$ cat src/sv/itp_pkg.sv
package itp_pkg;

    // defaults for the top-level parameters
    localparam int STACK_DEPTH_DEF = 32;
    localparam int VALUE_WIDTH_DEF = 32;

    // field widths
    localparam int TOKEN_KIND_W = 3;
    localparam int OP_W         = 2;
    localparam int OPERAND_W    = 32;
    localparam int OUT_KIND_W   = 2;
    localparam int STACK_CODE_W = 3;
    localparam int S_TDATA_W    = 40;
    localparam int M_TDATA_W    = 40;

    // input token kinds
    localparam logic [TOKEN_KIND_W-1:0] KIND_OPERAND  = 3'd0;
    localparam logic [TOKEN_KIND_W-1:0] KIND_OPERATOR = 3'd1;
    localparam logic [TOKEN_KIND_W-1:0] KIND_OPEN     = 3'd2;
    localparam logic [TOKEN_KIND_W-1:0] KIND_CLOSE    = 3'd3;
    localparam logic [TOKEN_KIND_W-1:0] KIND_END      = 3'd4;

    // result kinds
    localparam logic [OUT_KIND_W-1:0] OUT_OPERAND  = 2'd0;
    localparam logic [OUT_KIND_W-1:0] OUT_OPERATOR = 2'd1;
    localparam logic [OUT_KIND_W-1:0] OUT_END      = 2'd2;

    // stack entry holding an open paren; operator codes 0..3 are stored as is
    localparam logic [STACK_CODE_W-1:0] OPEN_MARK = 3'd4;

    // one result from the sequencer to the output register
    typedef struct packed {
        logic                  valid;
        logic [OUT_KIND_W-1:0] kind;
        logic [OP_W-1:0]       op;
        logic [OPERAND_W-1:0]  value;
        logic                  last;
        logic                  err;
    } emit_t;

endpackage

$ cat src/sv/itp_stack_ram.sv
module itp_stack_ram
    import itp_pkg::*;
#(
    parameter int DEPTH = STACK_DEPTH_DEF
) (
    input  logic                          aclk,
    input  logic                          we,
    input  logic [$clog2(DEPTH)-1:0]      waddr,
    input  logic [STACK_CODE_W-1:0]       wdata,
    input  logic                          re,
    input  logic [$clog2(DEPTH)-1:0]      raddr,
    output logic [STACK_CODE_W-1:0]       rdata
);

    logic [STACK_CODE_W-1:0] mem [DEPTH];
    logic [STACK_CODE_W-1:0] rdata_reg;

    always_ff @(posedge aclk) begin
        if (we) begin
            mem[waddr] <= wdata;
        end
        if (re) begin
            rdata_reg <= mem[raddr];
        end
    end

    assign rdata = rdata_reg;

endmodule

$ cat src/sv/itp_seq.sv
module itp_seq
    import itp_pkg::*;
#(
    parameter int STACK_DEPTH = STACK_DEPTH_DEF,
    parameter int VALUE_WIDTH = VALUE_WIDTH_DEF
) (
    input  logic                             aclk,
    input  logic                             aresetn,
    input  logic                             in_valid,
    output logic                             in_ready,
    input  logic [TOKEN_KIND_W-1:0]          in_kind,
    input  logic [OP_W-1:0]                  in_op,
    input  logic [OPERAND_W-1:0]             in_value,
    input  logic                             out_free,
    output emit_t                            emit,
    output logic                             ram_we,
    output logic [$clog2(STACK_DEPTH)-1:0]   ram_waddr,
    output logic [STACK_CODE_W-1:0]          ram_wdata,
    output logic                             ram_re,
    output logic [$clog2(STACK_DEPTH)-1:0]   ram_raddr,
    input  logic [STACK_CODE_W-1:0]          ram_rdata
);

    localparam int SP_W   = $clog2(STACK_DEPTH + 1);
    localparam int ADDR_W = $clog2(STACK_DEPTH);
    localparam int KEEP_W = (VALUE_WIDTH < OPERAND_W) ? VALUE_WIDTH : OPERAND_W;

    localparam logic [1:0] ST_IDLE  = 2'd0;
    localparam logic [1:0] ST_EVAL  = 2'd1;
    localparam logic [1:0] ST_FETCH = 2'd2;

    logic [1:0]              state_reg, state_next;
    logic [SP_W-1:0]         sp_reg, sp_next;
    logic [SP_W-1:0]         open_cnt_reg, open_cnt_next;
    logic                    error_seen_reg, error_seen_next;
    logic                    pend_valid_reg, pend_valid_next;
    logic                    ret_idle_reg, ret_idle_next;
    logic [TOKEN_KIND_W-1:0] kind_reg, kind_next;
    logic [OP_W-1:0]         op_reg, op_next;
    logic [KEEP_W-1:0]       val_reg, val_next;
    logic                    err_reg, err_next;
    logic [STACK_CODE_W-1:0] top_reg, top_next;
    logic [OP_W-1:0]         pend_op_reg, pend_op_next;

    logic sp_zero, sp_full, top_open, refill, pend_clear, qualify;

    assign sp_zero    = (sp_reg == '0);
    assign sp_full    = (sp_reg == SP_W'(STACK_DEPTH));
    assign top_open   = (top_reg == OPEN_MARK);
    assign refill     = (sp_reg >= SP_W'(2));
    assign pend_clear = !pend_valid_reg || out_free;
    // stacked operator of equal or higher precedence
    assign qualify    = !sp_zero && !top_open && (top_reg[1] >= op_reg[1]);

    always_comb begin
        state_next      = state_reg;
        sp_next         = sp_reg;
        open_cnt_next   = open_cnt_reg;
        error_seen_next = error_seen_reg;
        pend_valid_next = pend_valid_reg;
        ret_idle_next   = ret_idle_reg;
        kind_next       = kind_reg;
        op_next         = op_reg;
        val_next        = val_reg;
        err_next        = err_reg;
        top_next        = top_reg;
        pend_op_next    = pend_op_reg;
        emit            = '0;
        ram_we          = 1'b0;
        ram_waddr       = ADDR_W'(sp_reg - SP_W'(1));
        ram_wdata       = top_reg;
        ram_re          = 1'b0;
        ram_raddr       = ADDR_W'(sp_reg - SP_W'(2));
        in_ready        = (state_reg == ST_IDLE);

        unique case (state_reg)
            ST_IDLE: begin
                if (in_valid) begin
                    kind_next  = in_kind;
                    op_next    = in_op;
                    val_next   = in_value[KEEP_W-1:0];
                    // error of the whole item is known before its first result
                    err_next   = error_seen_reg
                               | ((in_kind == KIND_CLOSE) && (open_cnt_reg == '0))
                               | ((in_kind == KIND_END) && (open_cnt_reg != '0));
                    state_next = ST_EVAL;
                end
            end
            ST_EVAL: begin
                case (kind_reg) inside
                    KIND_OPERAND: begin
                        if (out_free) begin
                            emit.valid = 1'b1;
                            emit.kind  = OUT_OPERAND;
                            emit.value = OPERAND_W'(val_reg);
                            emit.last  = 1'b1;
                            emit.err   = err_reg;
                            state_next = ST_IDLE;
                        end
                    end
                    KIND_OPEN: begin
                        if (sp_full) begin
                            error_seen_next = 1'b1;
                        end else begin
                            ram_we        = !sp_zero;
                            top_next      = OPEN_MARK;
                            sp_next       = sp_reg + SP_W'(1);
                            open_cnt_next = open_cnt_reg + SP_W'(1);
                        end
                        state_next = ST_IDLE;
                    end
                    KIND_OPERATOR, KIND_CLOSE, KIND_END: begin
                        if (!sp_zero && !top_open
                                && (qualify || kind_reg != KIND_OPERATOR)) begin
                            // pop and hold the operator until its last flag is known
                            if (pend_clear) begin
                                emit.valid      = pend_valid_reg;
                                emit.kind       = OUT_OPERATOR;
                                emit.op         = pend_op_reg;
                                emit.err        = err_reg;
                                pend_valid_next = 1'b1;
                                pend_op_next    = top_reg[OP_W-1:0];
                                sp_next         = sp_reg - SP_W'(1);
                                ret_idle_next   = 1'b0;
                                if (refill) begin
                                    ram_re     = 1'b1;
                                    state_next = ST_FETCH;
                                end
                            end
                        end else if (kind_reg == KIND_END && !sp_zero) begin
                            // leftover open paren, dropped silently
                            sp_next       = sp_reg - SP_W'(1);
                            open_cnt_next = open_cnt_reg - SP_W'(1);
                            ret_idle_next = 1'b0;
                            if (refill) begin
                                ram_re     = 1'b1;
                                state_next = ST_FETCH;
                            end
                        end else if (kind_reg == KIND_END) begin
                            if (pend_valid_reg) begin
                                if (out_free) begin
                                    emit.valid      = 1'b1;
                                    emit.kind       = OUT_OPERATOR;
                                    emit.op         = pend_op_reg;
                                    emit.err        = err_reg;
                                    pend_valid_next = 1'b0;
                                end
                            end else if (out_free) begin
                                emit.valid      = 1'b1;
                                emit.kind       = OUT_END;
                                emit.last       = 1'b1;
                                emit.err        = err_reg;
                                error_seen_next = 1'b0;
                                state_next      = ST_IDLE;
                            end
                        end else if (pend_clear) begin
                            // item ends here: flush the held operator as last
                            emit.valid      = pend_valid_reg;
                            emit.kind       = OUT_OPERATOR;
                            emit.op         = pend_op_reg;
                            emit.last       = 1'b1;
                            emit.err        = err_reg;
                            pend_valid_next = 1'b0;
                            error_seen_next = err_reg;
                            state_next      = ST_IDLE;
                            if (kind_reg == KIND_OPERATOR) begin
                                if (sp_full) begin
                                    error_seen_next = 1'b1;
                                end else begin
                                    ram_we   = !sp_zero;
                                    top_next = STACK_CODE_W'(op_reg);
                                    sp_next  = sp_reg + SP_W'(1);
                                end
                            end else if (!sp_zero) begin
                                // matching open paren found and discarded
                                sp_next       = sp_reg - SP_W'(1);
                                open_cnt_next = open_cnt_reg - SP_W'(1);
                                ret_idle_next = 1'b1;
                                if (refill) begin
                                    ram_re     = 1'b1;
                                    state_next = ST_FETCH;
                                end
                            end
                        end
                    end
                    default: begin
                        state_next = ST_IDLE;
                    end
                endcase
            end
            ST_FETCH: begin
                top_next   = ram_rdata;
                state_next = ret_idle_reg ? ST_IDLE : ST_EVAL;
            end
            default: begin
                state_next = ST_IDLE;
            end
        endcase
    end

    always_ff @(posedge aclk) begin
        if (!aresetn) begin
            state_reg      <= ST_IDLE;
            sp_reg         <= '0;
            open_cnt_reg   <= '0;
            error_seen_reg <= 1'b0;
            pend_valid_reg <= 1'b0;
            ret_idle_reg   <= 1'b0;
        end else begin
            state_reg      <= state_next;
            sp_reg         <= sp_next;
            open_cnt_reg   <= open_cnt_next;
            error_seen_reg <= error_seen_next;
            pend_valid_reg <= pend_valid_next;
            ret_idle_reg   <= ret_idle_next;
        end
    end

    always_ff @(posedge aclk) begin
        kind_reg    <= kind_next;
        op_reg      <= op_next;
        val_reg     <= val_next;
        err_reg     <= err_next;
        top_reg     <= top_next;
        pend_op_reg <= pend_op_next;
    end

`ifndef SYNTHESIS
    a_sp_bound: assert property (@(posedge aclk) disable iff (!aresetn)
        sp_reg <= SP_W'(STACK_DEPTH))
        else $error("stack pointer beyond depth");

    a_open_cnt: assert property (@(posedge aclk) disable iff (!aresetn)
        open_cnt_reg <= sp_reg)
        else $error("more open parens counted than stack entries");

    a_emit_free: assert property (@(posedge aclk) disable iff (!aresetn)
        emit.valid |-> out_free)
        else $error("result issued into a full output register");

    a_fetch_once: assert property (@(posedge aclk) disable iff (!aresetn)
        (state_reg == ST_FETCH) |=> (state_reg != ST_FETCH))
        else $error("refill took more than one cycle");

    a_idle_no_pend: assert property (@(posedge aclk) disable iff (!aresetn)
        (state_reg == ST_IDLE) |-> !pend_valid_reg)
        else $error("held operator left behind at end of token");
`endif

endmodule

$ cat src/sv/infix_to_postfix_converter_unit.sv
// Infix to postfix converter (shunting-yard). Each request on the s_ side is one
// infix token; the m_ side returns the postfix tokens it causes, with m_tlast on
// the final one and m_tuser carrying the expression's error flag (unmatched
// paren or stack overflow), identical on all results of one token. Operands pass
// straight through; an operator first pops every stacked operator of equal or
// higher precedence; a close paren pops down to its open paren; end of
// expression drains the stack, emits an end marker and clears the error flag.
// Tokens with unused kind codes, and operators or open parens that pop nothing,
// give no result. Timing: one token at a time. A token is accepted and then
// evaluated; each stack entry popped or dropped takes a pop step and then a refill
// of the cached stack top from the registered-read stack memory; the refill is
// skipped when the stack runs empty, and the pop of the open paren that a close
// paren finds shares the evaluate cycle. An end token that popped operators
// flushes the held operator in a step of its own before its end marker. Stalls on
// m_tready add to this. The stack memory needs no clearing after reset. A new
// token is taken while a result still waits in the output register.
module infix_to_postfix_converter_unit
    import itp_pkg::*;
#(
    parameter int STACK_DEPTH = STACK_DEPTH_DEF,
    parameter int VALUE_WIDTH = VALUE_WIDTH_DEF
) (
    input  logic                 aclk,
    input  logic                 aresetn,
    input  logic                 s_tvalid,
    output logic                 s_tready,
    // token_kind[2:0], operator_code[4:3], operand_value[36:5], zero pad
    input  logic [S_TDATA_W-1:0] s_tdata,
    output logic                 m_tvalid,
    input  logic                 m_tready,
    // out_kind[1:0], out_operator[3:2], out_value[35:4], zero pad
    output logic [M_TDATA_W-1:0] m_tdata,
    output logic                 m_tlast,
    // error[0]
    output logic                 m_tuser
);

    localparam int ADDR_W = $clog2(STACK_DEPTH);

    emit_t                   emit;
    logic                    out_free;
    logic                    ram_we, ram_re;
    logic [ADDR_W-1:0]       ram_waddr, ram_raddr;
    logic [STACK_CODE_W-1:0] ram_wdata, ram_rdata;

    // output register
    logic                    m_valid_reg, m_valid_next;
    logic [OUT_KIND_W-1:0]   m_kind_reg;
    logic [OP_W-1:0]         m_op_reg;
    logic [OPERAND_W-1:0]    m_value_reg;
    logic                    m_last_reg;
    logic                    m_err_reg;

    // operator stack entries below the cached top
    itp_stack_ram #(
        .DEPTH (STACK_DEPTH)
    ) u_stack_ram (
        .aclk  (aclk),
        .we    (ram_we),
        .waddr (ram_waddr),
        .wdata (ram_wdata),
        .re    (ram_re),
        .raddr (ram_raddr),
        .rdata (ram_rdata)
    );

    // token sequencer: stack pointer, cached top, pop loop
    itp_seq #(
        .STACK_DEPTH (STACK_DEPTH),
        .VALUE_WIDTH (VALUE_WIDTH)
    ) u_seq (
        .aclk      (aclk),
        .aresetn   (aresetn),
        .in_valid  (s_tvalid),
        .in_ready  (s_tready),
        .in_kind   (s_tdata[TOKEN_KIND_W-1:0]),
        .in_op     (s_tdata[TOKEN_KIND_W+OP_W-1:TOKEN_KIND_W]),
        .in_value  (s_tdata[TOKEN_KIND_W+OP_W+OPERAND_W-1:TOKEN_KIND_W+OP_W]),
        .out_free  (out_free),
        .emit      (emit),
        .ram_we    (ram_we),
        .ram_waddr (ram_waddr),
        .ram_wdata (ram_wdata),
        .ram_re    (ram_re),
        .ram_raddr (ram_raddr),
        .ram_rdata (ram_rdata)
    );

    // register is free when empty or being drained this cycle
    assign out_free = !m_valid_reg || m_tready;

    always_comb begin
        m_valid_next = m_valid_reg;
        if (emit.valid) begin
            m_valid_next = 1'b1;
        end else if (m_tready) begin
            m_valid_next = 1'b0;
        end
    end

    always_ff @(posedge aclk) begin
        if (!aresetn) begin
            m_valid_reg <= 1'b0;
        end else begin
            m_valid_reg <= m_valid_next;
        end
    end

    always_ff @(posedge aclk) begin
        if (emit.valid) begin
            m_kind_reg  <= emit.kind;
            m_op_reg    <= emit.op;
            m_value_reg <= emit.value;
            m_last_reg  <= emit.last;
            m_err_reg   <= emit.err;
        end
    end

    assign m_tvalid = m_valid_reg;
    assign m_tdata  = {{(M_TDATA_W - OUT_KIND_W - OP_W - OPERAND_W){1'b0}},
                       m_value_reg, m_op_reg, m_kind_reg};
    assign m_tlast  = m_last_reg;
    assign m_tuser  = m_err_reg;

endmodule
$ cat config.mk
export PLATFORM = sky130hd
export DESIGN_NAME = infix_to_postfix_converter_unit
export DESIGN_NICKNAME = d
export VERILOG_FILES = /design/src/sv/itp_pkg.sv /design/src/sv/itp_stack_ram.sv /design/src/sv/itp_seq.sv /design/src/sv/infix_to_postfix_converter_unit.sv
export SDC_FILE = /design/constraint.sdc
export NUM_CORES = 1
export LEC_CHECK = 0
export BUFFER_PORTS_ARGS = -buffer_cell sky130_fd_sc_hd__clkbuf_2
export CAP_MARGIN = 25
export CORE_ASPECT_RATIO = 0.5
export CORE_MARGIN = 5
export CORE_UTILIZATION = 30
export DETAILED_ROUTE_END_ITERATION = 10
export PLACE_DENSITY_LB_ADDON = 0.05
export SKIP_CTS_REPAIR_TIMING = 1
export SLEW_MARGIN = 20
export SYNTH_ARGS = -nofsm -noshare
export SYNTH_HDL_FRONTEND = slang
export SYNTH_SLANG_ARGS = --single-unit
$ cat constraint.sdc
create_clock -name aclk -period 3.86 [get_ports aclk]
set_clock_uncertainty 0.1 [all_clocks]
set_input_delay 0.579 -clock aclk [delete_from_list [all_inputs] [get_ports aclk]]
set_output_delay 0.579 -clock aclk [all_outputs]
set_load 0.02 [all_outputs]
# Word-level counts from Yosys, hierarchy flattened
# Memory sizes are Yosys's and may differ from the RTL's. A register that Yosys moved wholly into a read port is not among the register bits.
# Cells that the tools add are included.
word_totals:
  ff_bits: 99
  latchBits: 0
  mem_bits_rw: 96
  rom_bits: 0
  word_cells: 237
  mem_count: 1
classes:
  n_addsub: 5
  multipliers: 0
  div_mod_pow: 0
  order_cmp: 2
  n_eq_ne: 40
  shifts: 0
  n_mux: 128
  bitwise: 6
  reduce_logical: 37
memory_table:
  columns: ["name", "words", "word_bits", "read_ports", "rd_ports_with_merged_regs", "write_ports", "line_no", "rtl"]
  rows:
  - ["u_stack_ram.mem", 32, 3, 1, 1, 1, "itp_stack_ram.sv:15", "logic [STACK_CODE_W-1:0] mem [DEPTH];"]
ops:
  columns: ["cell", "count"]
  rows:
  - ["2-to-1 mux 6 bit", 19]
  - ["2-to-1 mux 1 bit", 57]
  - ["2-to-1 mux 2 bit", 26]
  - ["2-to-1 mux 3 bit", 16]
  - ["2-to-1 mux 39 bit", 1]
  - ["AND reduction 9 bit", 4]
  - ["2-to-1 mux 34 bit", 1]
  - ["2-to-1 mux 32 bit", 1]
  - ["2-to-1 mux 5 bit", 5]
  - ["!= test 3 x 1 -> 1 bit (second input constant)", 6]
  - ["!= test 3 x 2 -> 1 bit (second input constant)", 5]
  - ["!= test 3 bit (second input constant)", 5]
  - ["AND reduction 7 bit", 2]
  - ["adder 6 x 1 -> 6 bit (second input constant)", 2]
  - ["zero test 6 bit", 2]
  - ["subtractor 6 x 1 -> 6 bit (second input constant)", 2]
  - ["!= test 2 x 1 -> 1 bit (second input constant)", 5]
  - ["nonzero test 2 bit", 5]
  - ["equality test 3 x 2 -> 1 bit (second input constant)", 3]
  - ["equality test 3 bit (second input constant)", 3]
  - ["!= test 2 bit (second input constant)", 4]
  - ["!= test 8 bit (second input constant)", 1]
  - ["!= test 7 x 2 -> 1 bit (second input constant)", 1]
  - ["equality test 6 bit (second input constant)", 1]
  - ["other kinds (26)", 41]

# Longest topological paths before layout
logic_depth:
  word_depth: 14
  mapped_depth: 12
  depth_no_buf: 10

# By module
# Synthesis repeated with hierarchy kept, for this count alone.
hier_totals:
  hier_cells: 559
  area_unflattened_um2: 8521.9
modules_own_cells:
  columns: ["module", "n_inst", "cells_per_inst", "area_each_um2", "seq_area_each_um2"]
  rows:
  - ["itp_stack_ram", 1, 185, 3946.3, 2972.9]
  - ["itp_seq", 1, 327, 3352.0, 1631.6]
  - ["infix_to_postfix_converter_unit", 1, 47, 1223.7, 1161.1]

# Worst setup path after synthesis
# No wires, ideal clock.
synth_path:
  kind: "reg-to-reg"
  from: "register u_seq.sp_reg[1]"
  to: "register m_kind_reg[0] (enable)"
  setup_ns: 0.381
  t_arrival_ns: 2.852
  t_required_ns: 3.379
  slack_ns: 0.527
  path_stages_with_launch: 10
  n_path_buf: 3
  period_less_slack_ns: 3.333
  cell_sequence: "dfxtp_1 -> clkbuf_1 -> clkbuf_1 -> inv_1 -> ha_1 -> clkbuf_1 -> nor4b_1 -> nand2b_1 -> o21ai_0 -> a31o_2"
synth_between:
  elab_chain_len: 11
  word_cells_on_any_way: 13
  classes_between: "6 x mux; 7 x reduce/logical"
synth_rtl:
  columns: ["element", "line_no", "rtl"]
  rows:
  - ["from (decl)", "itp_seq.sv:33", "logic [SP_W-1:0] sp_reg, sp_next;"]
  - ["from (signal assigned)", "itp_seq.sv:211", "sp_reg <= sp_next;"]
  - ["zero test 6 bit *", "itp_seq.sv:47", "assign sp_zero = (sp_reg == '0);"]
  - ["zero test 1 bit *", "itp_seq.sv:53, itp_seq.sv:113, itp_seq.sv:130", null]
  - ["logical AND 1 bit", "itp_seq.sv:53, itp_seq.sv:113", null]
  - ["logical AND 1 bit", "itp_seq.sv:53", "assign qualify = !sp_zero && !top_open && (top_reg[1] >= op_reg[1]);"]
  - ["logical OR 1 bit", "itp_seq.sv:114", "&& (qualify || kind_reg != KIND_OPERATOR)) begin"]
  - ["logical AND 1 bit", "itp_seq.sv:114", null]
  - ["2-to-1 mux 5 bit *", "itp_seq.sv:113", "if (!sp_zero && !top_open"]
  - ["2-to-1 mux 3 bit * (3 in a row)", "itp_seq.sv:90", "case (kind_reg) inside"]
  - ["2-to-1 mux 39 bit *", "itp_seq.sv:76", "unique case (state_reg)"]
  - ["to (signal assigned)", "infix_to_postfix_converter_unit.sv:111", "m_kind_reg <= emit.kind;"]
  - ["to (decl)", "infix_to_postfix_converter_unit.sv:48", "logic [OUT_KIND_W-1:0] m_kind_reg;"]
# Every way passes the cells marked *; elsewhere a longest branch is shown, timed or not.
# A chain may end at the register's enable or synchronous reset.

# Worst setup path in the final report
layout_path:
  from: "register u_seq.kind_reg[0]"
  to: "register u_seq.open_cnt_reg[5]"
layout_between:
  elab_chain_len: 6
  word_cells_on_any_way: 23
  classes_between: "10 x eq/ne; 4 x mux; 1 x bitwise; 8 x reduce/logical"
layout_rtl:
  columns: ["element", "line_no", "rtl"]
  rows:
  - ["from (decl)", "itp_seq.sv:38", "logic [TOKEN_KIND_W-1:0] kind_reg, kind_next;"]
  - ["from (signal assigned)", "itp_seq.sv:220", "kind_reg <= kind_next;"]
  - ["equality test 3 bit", "itp_seq.sv:130, itp_seq.sv:139", null]
  - ["logical AND 1 bit", "itp_seq.sv:130", "end else if (kind_reg == KIND_END && !sp_zero) begin"]
  - ["2-to-1 mux 6 bit", "itp_seq.sv:130", null]
  - ["2-to-1 mux 6 bit", "itp_seq.sv:113", null]
  - ["2-to-1 mux 6 bit (2 in a row)", "itp_seq.sv:90", null]
  - ["to (signal assigned)", "itp_seq.sv:212", "open_cnt_reg <= open_cnt_next;"]
  - ["to (decl)", "itp_seq.sv:34", "logic [SP_W-1:0] open_cnt_reg, open_cnt_next;"]
# Several ways; a longest one is shown, not always the timed one. The select of a mux whose other input is x is not followed.

==> impl_summary.md <==
Pwr
Cell internal power was estimated by the tool at 4.35 mW. The share of total power dissipated in combinational logic is 28.0%. Power comes to 6.35 mW. The clock power share is 28.3%. In this run the power spent charging and discharging nets is 2.00 mW.

The leakage dissipation is 3.44 nW. Of the total power, the share spent switching nets is 31.5%. The register share of total power is 43.7%. The worst IR drop on VDD is 0.000255 V. The total power divided by cell area is 633 nW/um^2.

Timing
The count of final setup violators is 0. Of the available clock period, the critical path in the final layout requires 82.6%. The clock period minus final worst setup slack is 3190 ps. Setup total negative slack on the finished layout was measured at 0 ps.

Setup repair after global routing left no endpoint under its margin. The worst path setup slack after routing is 672 ps. The relative slew slack is 37.5%. The number of max-slew violations in the final report is 0. Static timing analysis puts the maximum clock frequency at 314 MHz. The count of final hold-check violations is 0.

The slew of the pin with the lowest slew margin is 938 ps.

Critical path
The origin of the critical flop-to-flop path is u_seq.kind_reg[0]. The critical path data arrival time is 3460 ps. In this design, the stage delay of the slowest critical-path cell is 540 ps.

The critical path is of the reg2reg type. Among the stages of the critical path, the cell type that occurs most often is sky130_fd_sc_hd__a21oi_1. The endpoint of the worst register-to-register path is u_seq.open_cnt_reg[5]. The worst setup path is captured at a flip-flop. Among all stages on the critical path, the largest delay is contributed by sky130_fd_sc_hd__edfxtp_1.

The critical path goes through nor2_1 -> and2_1 -> clkinv_1 -> ha_1 -> a21oi_1 -> o211ai_1 -> a21oi_1 -> xnor2_1 -> or3_1 -> a21oi_1. The path depth of the worst reg2reg path is 10. Across all register-to-register paths, the minimum setup slack is 670 ps.

Of all nets on the critical path, the largest fanout is 11. The startpoint kind of the worst setup timing path is a flip-flop. The required time of the critical path is 4140 ps.

Floorplanning
From left edge to right edge, the die measures 249 um. The floorplan step set the die height to 130 um. Pin placement for this block handled 88 I/O pins.

The total die area is 32,300 um^2. The initial utilization of the core area, before any placement, comes to 30.7%. After floorplanning, the core was sized to cover 27,900 um^2. Row generation in the floorplan step produced 43 rows.

Synthesis
The most instantiated flip-flop cell in the synthesis netlist is sky130_fd_sc_hd__edfxtp_1. The mean area per synthesized cell is 14.9 um^2. Yosys printed 0 warnings. In this run the cell area of the synthesized design comes to 8580 um^2. The cell count after synthesis is 577.

In the synthesized netlist the async set-or-reset flop fraction comes to 0%. Synthesis instantiated 64 different standard cells from the library. For this run, the register share of the synthesized area comes to 67.2%. The synthesis-stage register bit count is 198. The synthesized design contains 180 enable-type register cells.

GRT
Across every metal layer, demand over resource in global routing totals 12.6%. Global routing finished with a remaining overflow of 0. Entering global routing, the biggest net connects 39 pins.

The number of global-route vias before repair is 5,021. The first global-routing pass estimated 30,800 um of wire. The number of antenna violations at the first check in global routing is 0.

Final layout
In the final layout, the share of cells above drive strength 1 is 26.1%. Relative to the synthesized area, the layout overhead comes to 17.0%. The register with the most flip-flops in the layout has 96 of them. The count of placed standard cells in the final layout, fillers left out is 1,057. The final layout contains 724 nets. The layout has 2,671 filler cells. The count of inserted antenna diode cells is 0. The final core utilization is 35.9%.

Placed design
The placed instance count is 1,026. The quantity of I/O buffers inserted on ports is 80. The congestion estimate from routability-driven global placement came to 0.792. The wire-length estimate of the detail-placed layout is 13,400 um. Before CTS, the worst setup slack after placement is 648 ps.

Detailed routing
The final wirelength is 19,700 um. The per-cell routed wire length is 18.6 um. After the first detailed-routing iteration, the DRC count stood at 285.

The routed layout has 4,886 vias. In this run the remaining antenna-violating nets after routing total 0. After detailed routing, the number of remaining DRC violations is 0. The detailed-router iteration count before antenna repair is 4. The routed via count divided by cell count is 4.62.

Hold path
The startpoint of the most critical hold path is s_tdata[10]. The worst hold path terminates at u_seq.val_reg[5]. The number of instances on the worst hold path is 1. The type of the most critical hold path is in2reg.

CTS
Buffers inserted during clock tree synthesis total 17. The TritonCTS sink count is 198. The clock latency on the worst-skew pair is 450 ps. After clock tree synthesis, the clock-pin slew on the worst setup and hold paths is 70 ps.

TritonCTS built the clock tree. The buffer cell driving the clock tree root is sky130_fd_sc_hd__clkbuf_16. The maximum level of the CTS H-tree is 4.

The maximum buffer depth of the clock tree is 2.

Run status
The flow ran to the end, and the final reports show no timing, DRC or antenna violations.

Flow run
The reported max-cap violation count is 0.
[stage by stage]
stage	hold slack (ps)	area [um^2]
6_report	206	10000
5_1_grt	178	10000
4_1_cts	179	10000
3_5_place_dp	387	9450
3_3_place_gp	385	9430
2_1_floorplan	358	8590
[final cells by class]
type                            count  area, um^2  share of cell area (%)
Sequential cell                   198        5770                    57.5
Tap cell                          382         478                    4.76
Multi-Input combinational cell    337        2620                    26.1
Timing Repair Buffer               96         541                    5.39
Clock inverter                     14         158                    1.57
Clock buffer                       17         425                    4.24
Inverter                           13        48.8                   0.486
[routing by layer]
| metal | track usage, % | wire length, um | vias up |
|---|---|---|---|
| li1 | - | - | 2361 |
| met1 | 17.6 | 9640 | 2415 |
| met2 | 19.4 | 8940 | 97 |
| met3 | 3.61 | 849 | 13 |
| met4 | 3.48 | 227 | 0 |
| met5 | 0 | 0 | - |
[power groups by stage]
stage / Clock, mW / Sequential [mW] / Combinational (mW)
2_1_floorplan: 0 / 2.91 / 1.15
3_3_place_gp: 0 / 2.82 / 1.82
3_5_place_dp: 0 / 2.82 / 1.82
4_1_cts: 1.86 / 2.78 / 1.82
5_1_grt: 1.96 / 2.79 / 1.97
6_report: 1.80 / 2.77 / 1.78
[Yosys cell counts, drive strengths merged (4+ instances only)]
cell type,count,area [um^2]
nor3,9,45.0
mux2i,7,70.1
inv,12,45.0
o21ai,14,73.8
nor2b,5,31.3
xnor2,8,70.1
nor4,6,52.6
nand2b,4,25.0
or3,4,25.0
and2,39,244
nand2,37,141
a21oi,21,113
a31oi,4,25.0
mux4,30,676
nand3,9,45.0
a211oi,4,30.0
clkbuf,16,60.1
xor2,4,35.0
buf,16,97.6
o22ai,4,25.0
dfxtp,18,360
nor2,55,206
edfxtp,180,5410
ha,16,200
[cell usage in the layout (no fill, tap or decap), types with 4 or more instances in the layout]
cell type                   count
sky130_fd_sc_hd__dfxtp_1       17
sky130_fd_sc_hd__clkinv_2       4
sky130_fd_sc_hd__and2_1        38
sky130_fd_sc_hd__edfxtp_1     180
sky130_fd_sc_hd__mux2i_1        7
sky130_fd_sc_hd__a21oi_1       19
sky130_fd_sc_hd__o21ai_0       13
sky130_fd_sc_hd__xor2_1         4
sky130_fd_sc_hd__nand2_1       36
sky130_fd_sc_hd__conb_1         4
sky130_fd_sc_hd__xnor2_1        8
sky130_fd_sc_hd__o22ai_1        4
sky130_fd_sc_hd__nand2b_1       4
sky130_fd_sc_hd__clkbuf_2      80
sky130_fd_sc_hd__nor4_1         5
sky130_fd_sc_hd__clkbuf_16     17
sky130_fd_sc_hd__buf_4         15
sky130_fd_sc_hd__mux4_2        30
sky130_fd_sc_hd__inv_1         12
sky130_fd_sc_hd__nor3_1         9
sky130_fd_sc_hd__nor2_1        54
sky130_fd_sc_hd__a211oi_1       4
sky130_fd_sc_hd__nor2b_1        5
sky130_fd_sc_hd__nand3_1        9
sky130_fd_sc_hd__a31oi_1        4
sky130_fd_sc_hd__or3_1          4
sky130_fd_sc_hd__ha_1          16
[critical path: cells and delay by family, from the launching register on]
kind,cells,cell delay [ps]
AO/OA/AOI/OAI,4,690
buffers and inverters,1,450
AND/OR/NAND/NOR,3,810
XOR/XNOR,1,90
flip-flops,1,540
adder cells (fa/ha/maj),1,430
[logic make-up after synthesis]
kind of cell,Yosys count,share of synthesized area (%)
xor+xnor,12,1.23
mux,40,9.09
fa+ha+maj,17,2.57
compound gates,81,6.61
flops,198,67.2
buf+inv,45,2.41
simple gates,183,10.8
other cells,1,0.0437
[worst max-delay path by stage]
stage                 startpoint                     end  slack, ps  depth (start not counted)
6_report       u_seq.kind_reg[0]   u_seq.open_cnt_reg[5]        670                         10
5_1_grt        u_seq.kind_reg[0]   u_seq.open_cnt_reg[5]        410                         10
4_1_cts        u_seq.kind_reg[0]  u_stack_ram.mem[27][2]        620                          6
3_5_place_dp   u_seq.kind_reg[0]  u_stack_ram.mem[27][2]        650                          6
3_3_place_gp   u_seq.kind_reg[0]  u_stack_ram.mem[27][2]        690                          6
2_1_floorplan    u_seq.sp_reg[1]           m_kind_reg[0]        530                          9
No activity file was read; power rests on OpenSTA's default activity.
